==> config.mk <==
export PLATFORM = sky130hd
export DESIGN_NAME = k_way_sorted_merge
export DESIGN_NICKNAME = d
export VERILOG_FILES = /design/src/rtl/kwsm_pkg.sv /design/src/rtl/kwsm_ram.sv /design/src/rtl/k_way_sorted_merge.sv
export SDC_FILE = /design/constraint.sdc
export NUM_CORES = 2
export LEC_CHECK = 0
export ABC_AREA = 1
export BUFFER_PORTS_ARGS = -buffer_cell sky130_fd_sc_hd__buf_2
export CELL_PAD_IN_SITES_DETAIL_PLACEMENT = 0
export CELL_PAD_IN_SITES_GLOBAL_PLACEMENT = 1
export CORE_ASPECT_RATIO = 0.6
export CORE_MARGIN = 2
export CORE_UTILIZATION = 53
export DETAILED_ROUTE_END_ITERATION = 12
export PLACE_DENSITY = 0.9
export SYNTH_ARGS = -nofsm -noshare
export SYNTH_HDL_FRONTEND = slang
export SYNTH_SLANG_ARGS = --single-unit
==> constraint.sdc <==
create_clock -name i_clk -period 4.8 [get_ports i_clk]
set_input_delay 0 -clock i_clk [delete_from_list [all_inputs] [get_ports i_clk]]
set_output_delay 0 -clock i_clk [all_outputs]
set_load 0.02 [all_outputs]
==> src/rtl/kwsm_pkg.sv <==
// ============================================================================
// kwsm_pkg: shared types and constants of the k-way sorted merge block
// Holds the sequencer state encoding, the input function codes and the fixed
// field widths of the stream payloads.
// ============================================================================
`default_nettype none

package kwsm_pkg;

    // Fixed payload widths.
    localparam int ValueW  = 32;
    localparam int ListIdW = 2;

    // Sequencer states, one-hot.
    typedef enum logic [2:0] {
        S_IDLE = 3'b001,
        S_SCAN = 3'b010,
        S_EMIT = 3'b100
    } t_state;

    // Input function codes carried in tuser.
    localparam logic FUNC_APPEND = 1'b0;
    localparam logic FUNC_MERGE  = 1'b1;

endpackage

`default_nettype wire

==> src/rtl/kwsm_ram.sv <==
// ============================================================================
// kwsm_ram: generic simple dual-port RAM
// One write port and one read port with registered read data.
// ============================================================================
`default_nettype none

module kwsm_ram #(
    parameter int WIDTH = 32,
    parameter int DEPTH = 64
) (
    input  wire logic                     i_clk,
    input  wire logic                     i_wr_en,
    input  wire logic [$clog2(DEPTH)-1:0] i_wr_addr,
    input  wire logic [WIDTH-1:0]         i_wr_data,
    input  wire logic                     i_rd_en,
    input  wire logic [$clog2(DEPTH)-1:0] i_rd_addr,
    output logic      [WIDTH-1:0]         o_rd_data
);

    logic [WIDTH-1:0] r_mem [DEPTH];

    always_ff @(posedge i_clk) begin
        if (i_wr_en) begin
            r_mem[i_wr_addr] <= i_wr_data;
        end
        if (i_rd_en) begin
            o_rd_data <= r_mem[i_rd_addr];
        end
    end

endmodule

`default_nettype wire

==> src/rtl/k_way_sorted_merge.sv <==
// ============================================================================
// k_way_sorted_merge: merge of up to NUM_LISTS sorted lists by head scan
// Appends go into a shared list memory; a merge command scans the list heads
// with one comparator and streams out the merged order.
// ============================================================================
// An append is accepted while idle and the block stays ready for more input.
// A merge reads the list heads in turn from the one-read-per-cycle list
// memory, compares them in the shared comparator and raises a result once
// the last head is compared; the next scan starts after that result is taken,
// and no input is accepted until the last result is. Reset (synchronous,
// active low) empties all lists and clears the overflow flag, not the memory.
`default_nettype none

module k_way_sorted_merge #(
    parameter int NUM_LISTS  = 4,
    parameter int LIST_DEPTH = 16
) (
    input  wire logic        i_clk,
    input  wire logic        i_rst_n,
    // Input stream.
    input  wire logic        i_s_tvalid,
    output logic             o_s_tready,
    input  wire logic [31:0] i_s_tdata,   // [31:0] value
    input  wire logic [2:0]  i_s_tuser,   // [0] func, [2:1] list_id
    // Result stream.
    output logic             o_m_tvalid,
    input  wire logic        i_m_tready,
    output logic      [31:0] o_m_tdata,   // [31:0] value_res
    output logic      [2:0]  o_m_tuser,   // [1:0] source, [2] overflow
    output logic             o_m_tlast
);

    localparam int LW = $clog2(NUM_LISTS);
    localparam int CW = $clog2(LIST_DEPTH + 1);
    localparam int AW = $clog2(NUM_LISTS * LIST_DEPTH);
    localparam int TW = $clog2(NUM_LISTS * LIST_DEPTH + 1);
    localparam int VW = kwsm_pkg::ValueW;

    // Control state.
    kwsm_pkg::t_state r_state;
    logic [CW-1:0]    r_fill [NUM_LISTS];
    logic [CW-1:0]    r_head [NUM_LISTS];
    logic [TW-1:0]    r_total;     // elements still to be emitted
    logic             r_drop;      // sticky overflow
    logic [LW-1:0]    r_iss;       // list whose head is being read
    logic             r_issuing;
    logic             r_cmp_pend;  // read data of list r_cmp_idx arrives now
    logic             r_cmp_vld;   // that list still had an element
    logic             r_found;

    // Payload.
    logic [LW-1:0]    r_cmp_idx;
    logic [VW-1:0]    r_best;
    logic [LW-1:0]    r_pick;
    logic [VW-1:0]    r_out_value;
    logic [kwsm_pkg::ListIdW-1:0] r_out_src;
    logic             r_out_last;
    logic             r_out_ovf;

    // Input decode.
    logic                         s_accept;
    logic                         s_func;
    logic [kwsm_pkg::ListIdW-1:0] s_lid;
    logic                         lid_ok;
    logic [LW-1:0]                lid_idx;
    logic [LW-1:0]                fill_idx;
    logic [CW-1:0]                fill_sel;
    logic [CW-1:0]                head_sel;
    logic                         list_full;
    logic                         app_write;
    logic                         app_drop;

    // Memory ports.
    logic [AW-1:0] wr_addr;
    logic          rd_en;
    logic [AW-1:0] rd_addr;
    logic [VW-1:0] rd_data;

    // Shared comparator.
    logic          take;
    logic [VW-1:0] nxt_best;
    logic [LW-1:0] nxt_pick;
    logic          scan_done;

    assign o_s_tready = (r_state == kwsm_pkg::S_IDLE);
    assign s_accept   = i_s_tvalid & o_s_tready;
    assign s_func     = i_s_tuser[0];
    assign s_lid      = i_s_tuser[2:1];

    // An append to a list number beyond the configured count is ignored entirely;
    assign lid_ok  = (32'(s_lid) < 32'(NUM_LISTS));
    assign lid_idx = LW'(s_lid);

    // The fill counts are read at a single index: the append target while
    // idle, the list under scan otherwise.
    assign fill_idx  = (r_state == kwsm_pkg::S_IDLE) ? lid_idx : r_iss;
    assign fill_sel  = r_fill[fill_idx];
    assign head_sel  = r_head[r_iss];
    assign list_full = (fill_sel >= CW'(LIST_DEPTH));

    assign app_write = s_accept & (s_func == kwsm_pkg::FUNC_APPEND) & lid_ok & ~list_full;
    assign app_drop  = s_accept & (s_func == kwsm_pkg::FUNC_APPEND) & lid_ok & list_full;

    // List i occupies the memory rows i*LIST_DEPTH onward.
    assign wr_addr = AW'(32'(lid_idx) * LIST_DEPTH + 32'(fill_sel));
    assign rd_en   = (r_state == kwsm_pkg::S_SCAN) & r_issuing;
    assign rd_addr = AW'(32'(r_iss) * LIST_DEPTH + 32'(head_sel));

    kwsm_ram #(
        .WIDTH (VW),
        .DEPTH (NUM_LISTS * LIST_DEPTH)
    ) u_list_ram (
        .i_clk     (i_clk),
        .i_wr_en   (app_write),
        .i_wr_addr (wr_addr),
        .i_wr_data (i_s_tdata),
        .i_rd_en   (rd_en),
        .i_rd_addr (rd_addr),
        .o_rd_data (rd_data)
    );

    // A head replaces the running minimum only when strictly smaller, so on
    // equal values the lower list number, scanned first, is kept.
    assign take      = r_cmp_pend & r_cmp_vld &
                       (~r_found | ($signed(rd_data) < $signed(r_best)));
    assign nxt_best  = take ? rd_data : r_best;
    assign nxt_pick  = take ? r_cmp_idx : r_pick;
    assign scan_done = r_cmp_pend & (r_cmp_idx == LW'(NUM_LISTS - 1));

    // Sequencer and list bookkeeping.
    always_ff @(posedge i_clk) begin
        if (!i_rst_n) begin
            r_state    <= kwsm_pkg::S_IDLE;
            r_total    <= '0;
            r_drop     <= 1'b0;
            r_iss      <= '0;
            r_issuing  <= 1'b0;
            r_cmp_pend <= 1'b0;
            r_cmp_vld  <= 1'b0;
            r_found    <= 1'b0;
            for (int i = 0; i < NUM_LISTS; i++) begin
                r_fill[i] <= '0;
                r_head[i] <= '0;
            end
        end else begin
            unique case (r_state)
                kwsm_pkg::S_IDLE: begin
                    if (app_write) begin
                        r_fill[lid_idx] <= fill_sel + CW'(1);
                        r_total         <= r_total + TW'(1);
                    end else if (app_drop) begin
                        r_drop <= 1'b1;
                    end else if (s_accept && s_func == kwsm_pkg::FUNC_MERGE) begin
                        if (r_total == '0) begin
                            // Nothing to merge: just clear the lists and flag.
                            r_drop <= 1'b0;
                            for (int i = 0; i < NUM_LISTS; i++) begin
                                r_fill[i] <= '0;
                                r_head[i] <= '0;
                            end
                        end else begin
                            r_state    <= kwsm_pkg::S_SCAN;
                            r_iss      <= '0;
                            r_issuing  <= 1'b1;
                            r_cmp_pend <= 1'b0;
                            r_found    <= 1'b0;
                        end
                    end
                end
                kwsm_pkg::S_SCAN: begin
                    r_cmp_pend <= r_issuing;
                    if (r_issuing) begin
                        r_cmp_vld <= (head_sel < fill_sel);
                        if (r_iss == LW'(NUM_LISTS - 1)) begin
                            r_issuing <= 1'b0;
                        end else begin
                            r_iss <= r_iss + LW'(1);
                        end
                    end
                    if (take) begin
                        r_found <= 1'b1;
                    end
                    if (scan_done) begin
                        r_state          <= kwsm_pkg::S_EMIT;
                        r_head[nxt_pick] <= r_head[nxt_pick] + CW'(1);
                        r_total          <= r_total - TW'(1);
                        r_cmp_pend       <= 1'b0;
                    end
                end
                kwsm_pkg::S_EMIT: begin
                    if (i_m_tready) begin
                        if (r_out_last) begin
                            // Run finished: empty every list and the flag.
                            r_state <= kwsm_pkg::S_IDLE;
                            r_drop  <= 1'b0;
                            for (int i = 0; i < NUM_LISTS; i++) begin
                                r_fill[i] <= '0;
                                r_head[i] <= '0;
                            end
                        end else begin
                            r_state   <= kwsm_pkg::S_SCAN;
                            r_iss     <= '0;
                            r_issuing <= 1'b1;
                            r_found   <= 1'b0;
                        end
                    end
                end
                default: begin
                    r_state <= kwsm_pkg::S_IDLE;
                end
            endcase
        end
    end

    // Comparator pipeline and output register.
    always_ff @(posedge i_clk) begin
        if (r_state == kwsm_pkg::S_SCAN) begin
            if (r_issuing) begin
                r_cmp_idx <= r_iss;
            end
            r_best <= nxt_best;
            r_pick <= nxt_pick;
            if (scan_done) begin
                r_out_value <= nxt_best;
                r_out_src   <= kwsm_pkg::ListIdW'(nxt_pick);
                r_out_last  <= (r_total == TW'(1));
                r_out_ovf   <= r_drop;
            end
        end
    end

    assign o_m_tvalid = (r_state == kwsm_pkg::S_EMIT);
    assign o_m_tdata  = r_out_value;
    assign o_m_tuser  = {r_out_ovf, r_out_src};
    assign o_m_tlast  = r_out_last;

endmodule

`default_nettype wire
**Word level (Yosys, flattened, before mapping)**

Memories as Yosys holds them, arrays and structs flattened. A register that Yosys moved wholly into a read port is not among the register bits.
Index checks and enable logic that the tools add are counted.

- Add/subtract/negate cells: 7
- Magnitude comparators: 3
- Equal/unequal tests: 20
- Multiplexer cells: 95
- Bitwise operators: 28
- Reductions and logical operators: 16

Operators by type and width:

| cell | number |
|---|---|
| 5-bit two-way mux | 18 |
| 1-bit two-way mux | 46 |
| 32-bit < comparator | 1 |
| 32-bit two-way mux | 1 |
| 2-bit two-way mux | 15 |
| 3-bit two-way mux | 6 |
| 1-bit OR | 17 |
| 2-bit != test, second input constant | 8 |
| 7-bit two-way mux | 2 |
| 7-bit case mux with 2 select lines | 1 |
| 6-bit by 5-bit adder with 6-bit output | 2 |
| 6-bit AND reduction | 2 |
| 5-bit by 1-bit adder with 5-bit output, second input constant | 2 |
| 5-bit OR reduction | 2 |
| 3-bit case mux with 3 select lines | 1 |
| 9-bit AND reduction | 1 |
| 1-bit bitwise AND | 8 |
| 2-bit by 1-bit != test with 1-bit output, second input constant | 4 |
| 8-bit AND reduction | 1 |
| 7-bit by 1-bit adder with 7-bit output, second input constant | 1 |
| 7-bit by 1-bit == test with 1-bit output, second input constant | 1 |
| 7-bit logical NOT | 1 |
| 7-bit AND reduction | 1 |
| 7-bit by 1-bit subtractor with 7-bit output, second input constant | 1 |
| 18 further kinds | 26 |

- Bits in registers: 89
- RAM bits: 2088
- Input bits: 39
- Memories kept: 3

Memories:

| name | depth | width | read ports | clocked after Yosys merged registers in | write ports | RTL line | source |
|---|---|---|---|---|---|---|---|
| u_list_ram.r_mem | 64 | 32 | 1 | 1 | 1 | kwsm_ram.sv:20 | `logic [WIDTH-1:0] r_mem [DEPTH];` |
| r_fill | 4 | 5 | 1 | 0 | 4 | k_way_sorted_merge.sv:41 | `logic [CW-1:0] r_fill [NUM_LISTS];` |
| r_head | 4 | 5 | 2 | 1 | 4 | k_way_sorted_merge.sv:42 | `logic [CW-1:0] r_head [NUM_LISTS];` |

**Depth between registers and ports, before layout**

An unclocked memory read counts as a cell.

- Depth after elaboration: 13
- Depth in mapped cells: 27
- Gate-level depth less buffers: 26

**Cells and area by module**

Synthesis repeated with hierarchy kept, for this count alone.

- Cell total of the unflattened synthesis: 7507
- Area, all modules: 89993.8 um2

Modules (own cells, without submodules):

| module | instances | cells an instance | area each (um2) | sequential area each (um2) |
|---|---|---|---|---|
| kwsm_ram | 1 | 6785 | 83106.0 | 62459.9 |
| k_way_sorted_merge | 1 | 722 | 6887.9 | 3743.6 |

**Least setup slack after synthesis**

No wires, ideal clock.

- Path type: register -> register
- From: register r_state[1]
- To: memory u_list_ram.r_mem[0][0], enable pin
- Library setup time: 0.421 ns
- Arrival: 3.273 ns
- Data required time: 4.379 ns
- Slack: 1.106 ns
- Stages on the path, launching flop included: 16
- Buffers on the path: 1
- Clock period less this slack: 3.694 ns
- Cells stage by stage: dfxtp_1 inv_1 nand3_4 inv_2 nand2_1 nand2_1 buf_4 o21ai_1 o21bai_1 nand2_1 ha_1 xnor2_1 inv_1 nor2_1 nand2_1 nor2_1

- Longest elaborated chain between the ends: 8

Ends and longest elaborated chain:

| what | RTL line | source |
|---|---|---|
| start: declaration | k_way_sorted_merge.sv:40 | `kwsm_pkg::t_state r_state;` |
| start signal: assignment | k_way_sorted_merge.sv:133 | `r_state <= kwsm_pkg::S_IDLE;` |
| start signal: assignment | k_way_sorted_merge.sv:162 | `r_state <= kwsm_pkg::S_SCAN;` |
| start signal: assignment | k_way_sorted_merge.sv:184 | `r_state <= kwsm_pkg::S_EMIT;` |
| 3-bit by 1-bit == test with 1-bit output (*) | k_way_sorted_merge.sv:85 | `assign o_s_tready = (r_state == kwsm_pkg::S_IDLE);` |
| net o_s_tready | k_way_sorted_merge.sv:22 | `output logic o_s_tready,` |
| 2-bit two-way mux | k_way_sorted_merge.sv:96 | `assign fill_idx = (r_state == kwsm_pkg::S_IDLE) ? lid_idx : r_iss;` |
| memory 4 x 5 bit | n/a |  |
| 5-bit >= comparator | k_way_sorted_merge.sv:99 | `assign list_full = (fill_sel >= CW'(LIST_DEPTH));` |
| 1-bit inverter | k_way_sorted_merge.sv:101 | `assign app_write = s_accept & (s_func == kwsm_pkg::FUNC_APPEND) & lid_ok & ~list_full;` |
| 1-bit bitwise AND | k_way_sorted_merge.sv:101 |  |
| 1-bit two-way mux | kwsm_ram.sv:23 | `if (i_wr_en) begin` |
| 1-bit two-way mux (not written as such) | kwsm_ram.sv:24 | `r_mem[i_wr_addr] <= i_wr_data;` |
| end: declaration | kwsm_ram.sv:20 |  |

The timed path passes the listed nets; every way through them passes the cells marked *.

==> flow_summary.ini <==
[routing]
wl_um = 252200
ant_nets = 0
drt-wirelength-per-cell_um = 27.64
drc = 0
viasPerCell = 6.466
firstDrtPassIters = 9
vias = 58980
drtIter0Drc = 10740

[global_routing]
grt_antenna_before_repair = 13
grtUsageTotal_pct = 29.19
grt_pass1_wl_um = 367200
globalRouteOverflowTotal = 0
grt_pass1_vias = 55350
grt_max_degree = 134

[floorplan]
die_x_um = 530.8
core_um2 = 164600
die_area_um2 = 169900
die_y_um = 320.1
initial_core_util_pct = 53.62
rows = 115
io_pins = 77

[power_and_ir_drop]
p_leak_nw = 31.58
switchingPower_mw = 14.91
switching_share_pct = 31.54
p_seq_share_pct = 46.0
intPower_mw = 32.37
comb_power_share_pct = 23.6
power_density_nw_per_um2 = 477.3
clkPwrFrac_pct = 30.4
ir_worst_vdd_uv = 352.8

[timing]
holdWs_ps = 115.7
tightest_slew_ps = 968.3
finalMaxSlewViolations = 0
period_share_pct = 85.68
fin_skew_ps = 45.85
rsz0062_at_grt = false
finalSetupTns_ps = 0
fin_crit_ps = 4113
relSlewSlack_pct = 35.29
max_freq_mhz = 243.1
setup-violations-final = 0
hold_violations = 0

[hold_path]
holdPathStages = 4
holdPathEnd = r_total[3]
hold_path_class = input pin to flip-flop
min-delay-start = i_rst_n

[synthesis]
ys_seq_area_share_pct = 75.01
synth_fp_nets = 6709
synthAdderAreaFrac_pct = 0.6238
synth_compound_area_share_pct = 11.62
ys_ff_latch = 2211
synthesis.yosys.warnings = 0
syn_area_per_cell_um2 = 13.32
syn_inst = 6626
synth_xor_area_share_pct = 0.05954
syn_area_um2 = 88260
yosys.area_share.simple_pct = 9.860
synth_top_family_by_area = compound AO/OA/AOI/OAI gates
synthDistinctLibCells = 49
synth.area.mux_share_pct = 0

[clock_network]
cts_setup_buffers = 0
clk_latency_ps = 830
clock_sinks = 2211
cts_tree = built
clockBufferDepth = 4
htree_num_levels = 4
cts-root-buf = clkbuf_16
cts_made_buffers = 188
cts-resized-gates = 0
path_clk_slew_ps = 70

[placement]
hpwl_um = 148500
place_area_um2 = 93100
place.gp.congestion = 0.8939
io_buffers = 76

[critical_path]
cp_max_fo = 13
worstSetupPathType = flip-flop to flip-flop
critPathMostFrequentCell = nand2_1
cp-start-kind = flip-flop
r2r_start = u_list_ram.o_rd_data[7]
cp_slowest_cell = edfxtp_1
worstPathCellList = ha_1 > a21oi_1 > o21a_1 > nand2_1 > nand2_1 > nand2_1 > nand2_1 > nand2_1 > nand2_1 > nand3_2 > nand3_1 > nand2_2 > nand2_1 > nand3_1 > nand2_1 > ha_1 > inv_1 > nor2_1 > nand3_1 > nand3_1 > nor2_1
required_ps = 5340
critPathCaptureType = flip-flop
cp_data_arrival_time_ps = 4650
ff2ff_setup_slack_ps = 690
r2r_end = r_head[0][4]
critPathMaxStageDelay_ps = 620
r2r_cells = 21

[layout]
fillers = 12090
final_area_um2 = 99050
area_delta_synth_final_pct = 12.22
drive_gt1_share_pct = 10.08
layout.nets = 6845

[flow_run]
cap_violations = 0

[run_status]
status = completed
## critical path, delay by kind of cell, from the launching register on
family	cells	cell delay (ps)
DFF	1	620
adders and majority gates	2	620
buffers and inverters	1	60
and+or+nand+nor	16	2250
AOI/OAI and AO/OA	2	280
## through the flow
| step | total power, mW | setup slack, ps | util, % | cells |
|---|---|---|---|---|
| 6_report | 47.28 | 687.3 | 60.17 | 9122 |
| 5_1_grt | 48.64 | 489.2 | 60.16 | 9118 |
| 4_1_cts | 46.99 | 856.1 | 60.16 | 9118 |
| 3_5_place_dp | 32.90 | 926.9 | 56.56 | 8753 |
| 3_3_place_gp | 32.66 | 976.1 | 56.55 | 8752 |
| 2_1_floorplan | 28.23 | 1106 | - | 6626 |
## placed cells by master (no fill, tap or decap), types with 3 or more instances in the layout
cell / synthesis / final
diode_2: 0 / 4
dlygate4sd3_1: 0 / 42
inv_8: 0 / 3
o311ai_0: 9 / 9
a21oi_1: 71 / 71
bufinv_16: 0 / 5
nand3_1: 112 / 112
nor2_4: 0 / 66
nor2_1: 1949 / 1883
a31oi_1: 3 / 3
buf_4: 18 / 201
o21ai_0: 753 / 753
clkbuf_1: 226 / 41
o211ai_1: 21 / 21
o22ai_1: 7 / 7
nand4_1: 6 / 6
o21bai_1: 17 / 17
nand2_2: 6 / 6
xnor2_1: 4 / 3
clkinvlp_4: 0 / 3
buf_2: 188 / 76
buf_12: 0 / 83
o221ai_1: 114 / 114
clkbuf_16: 0 / 193
o21ai_1: 33 / 33
inv_2: 12 / 10
o311ai_1: 5 / 5
inv_1: 98 / 96
edfxtp_1: 2192 / 2192
nor3_1: 8 / 7
clkinv_1: 2 / 52
ha_1: 44 / 43
nand2_1: 162 / 162
clkinv_2: 0 / 27
o32ai_1: 498 / 498
dfxtp_1: 19 / 19
## metal layers
layer	part of all wire (%)	track usage, %	up-vias
met5	0.064	0.3121	-
met4	3.1	8.749	16
met3	16	9.437	487
met2	42	40.26	4527
met1	39	44.04	28880
li1	-	-	25070
## timing repair
item	in CTS	in global routing
hold buffers	42	0
hold endpoints to repair	2048	0
setup endpoints to repair	0	0
## sequential cells by signal, indices dropped and copies added, names as in the netlist, 3 cells and up, named ones only
name / count
r_state: 3
r_head: 20
r_best: 32
r_fill: 20
o_m_tdata: 32
u_list_ram.o_rd_data: 32
r_total: 7
u_list_ram.r_mem: 2048
## power groups by stage
stage / Clock, mW / Combinational, mW / Sequential, mW
2_1_floorplan: 0 / 6.08 / 22.2
3_3_place_gp: 0 / 10.5 / 22.2
3_5_place_dp: 0 / 10.7 / 22.2
4_1_cts: 14.4 / 10.8 / 21.8
5_1_grt: 15.1 / 11.8 / 21.8
6_report: 14.4 / 11.1 / 21.8
## final cells by class
type	instances	area, um2	share of cell area, %
Tap cell	2223	2781	2.808
Timing Repair Buffer	402	3971	4.010
Clock inverter	89	530.5	0.5356
Multi-Input combinational cell	3847	20120	20.31
Antenna cell	4	10.01	0.01011
Sequential cell	2211	66200	66.84
Clock buffer	234	4984	5.032
Inverter	112	445.4	0.4497
## how the worst max path moves through the flow
stage	startpoint	end	slack (ps)
global placement	r_state[1]	u_list_ram.r_mem[13][20]	980
detailed placement	u_list_ram.o_rd_data[3]	r_head[0][4]	930
global route	u_list_ram.o_rd_data[3]	r_head[0][4]	490
CTS	u_list_ram.o_rd_data[3]	r_head[0][4]	860
finish	u_list_ram.o_rd_data[7]	r_head[0][4]	690
floorplan	r_state[1]	u_list_ram.r_mem[0][0]	1110
## synthesized netlist by cell type (all sizes together)
cell type,number,area (um2)
a31oi,3,18.77
nand3b,2,27.53
o311ai,14,122.6
xnor2,4,35.03
o21ai,789,3968
dfxtp,19,380.4
o21a,2,15.01
ha,44,550.5
nor4,1,6.260
o21bai,17,127.6
inv,110,412.9
o221ai,114,998.5
a22o,1,8.760
buf,229,1222
nand3,114,588.1
o22ai,7,43.79
o32ai,498,4362
o211ai,21,157.7
a22oi,2,20.02
or2,1,6.260
xor2,2,17.52
clkbuf,227,853.3
clkinv,2,7.510
a32oi,4,50.05
nor2,1950,7322
a21oi,72,364.1
edfxtp,2192,65820
nor3,8,40.04
nand2,170,668.1
and3,1,6.260
nand4,6,37.54
## logic make-up (layout without fill, tap and decap cells)
logic type / Yosys count / count (layout)
AOI/OAI and AO/OA: 1544 / 1544
adders and majority gates: 44 / 44
other: 0 / 4
buffers and inverters: 568 / 837
and+or+nand+nor: 2253 / 2253
DFF: 2211 / 2211
xor gates and xnor gates: 6 / 6
No activity file was read; power rests on OpenSTA's default activity.
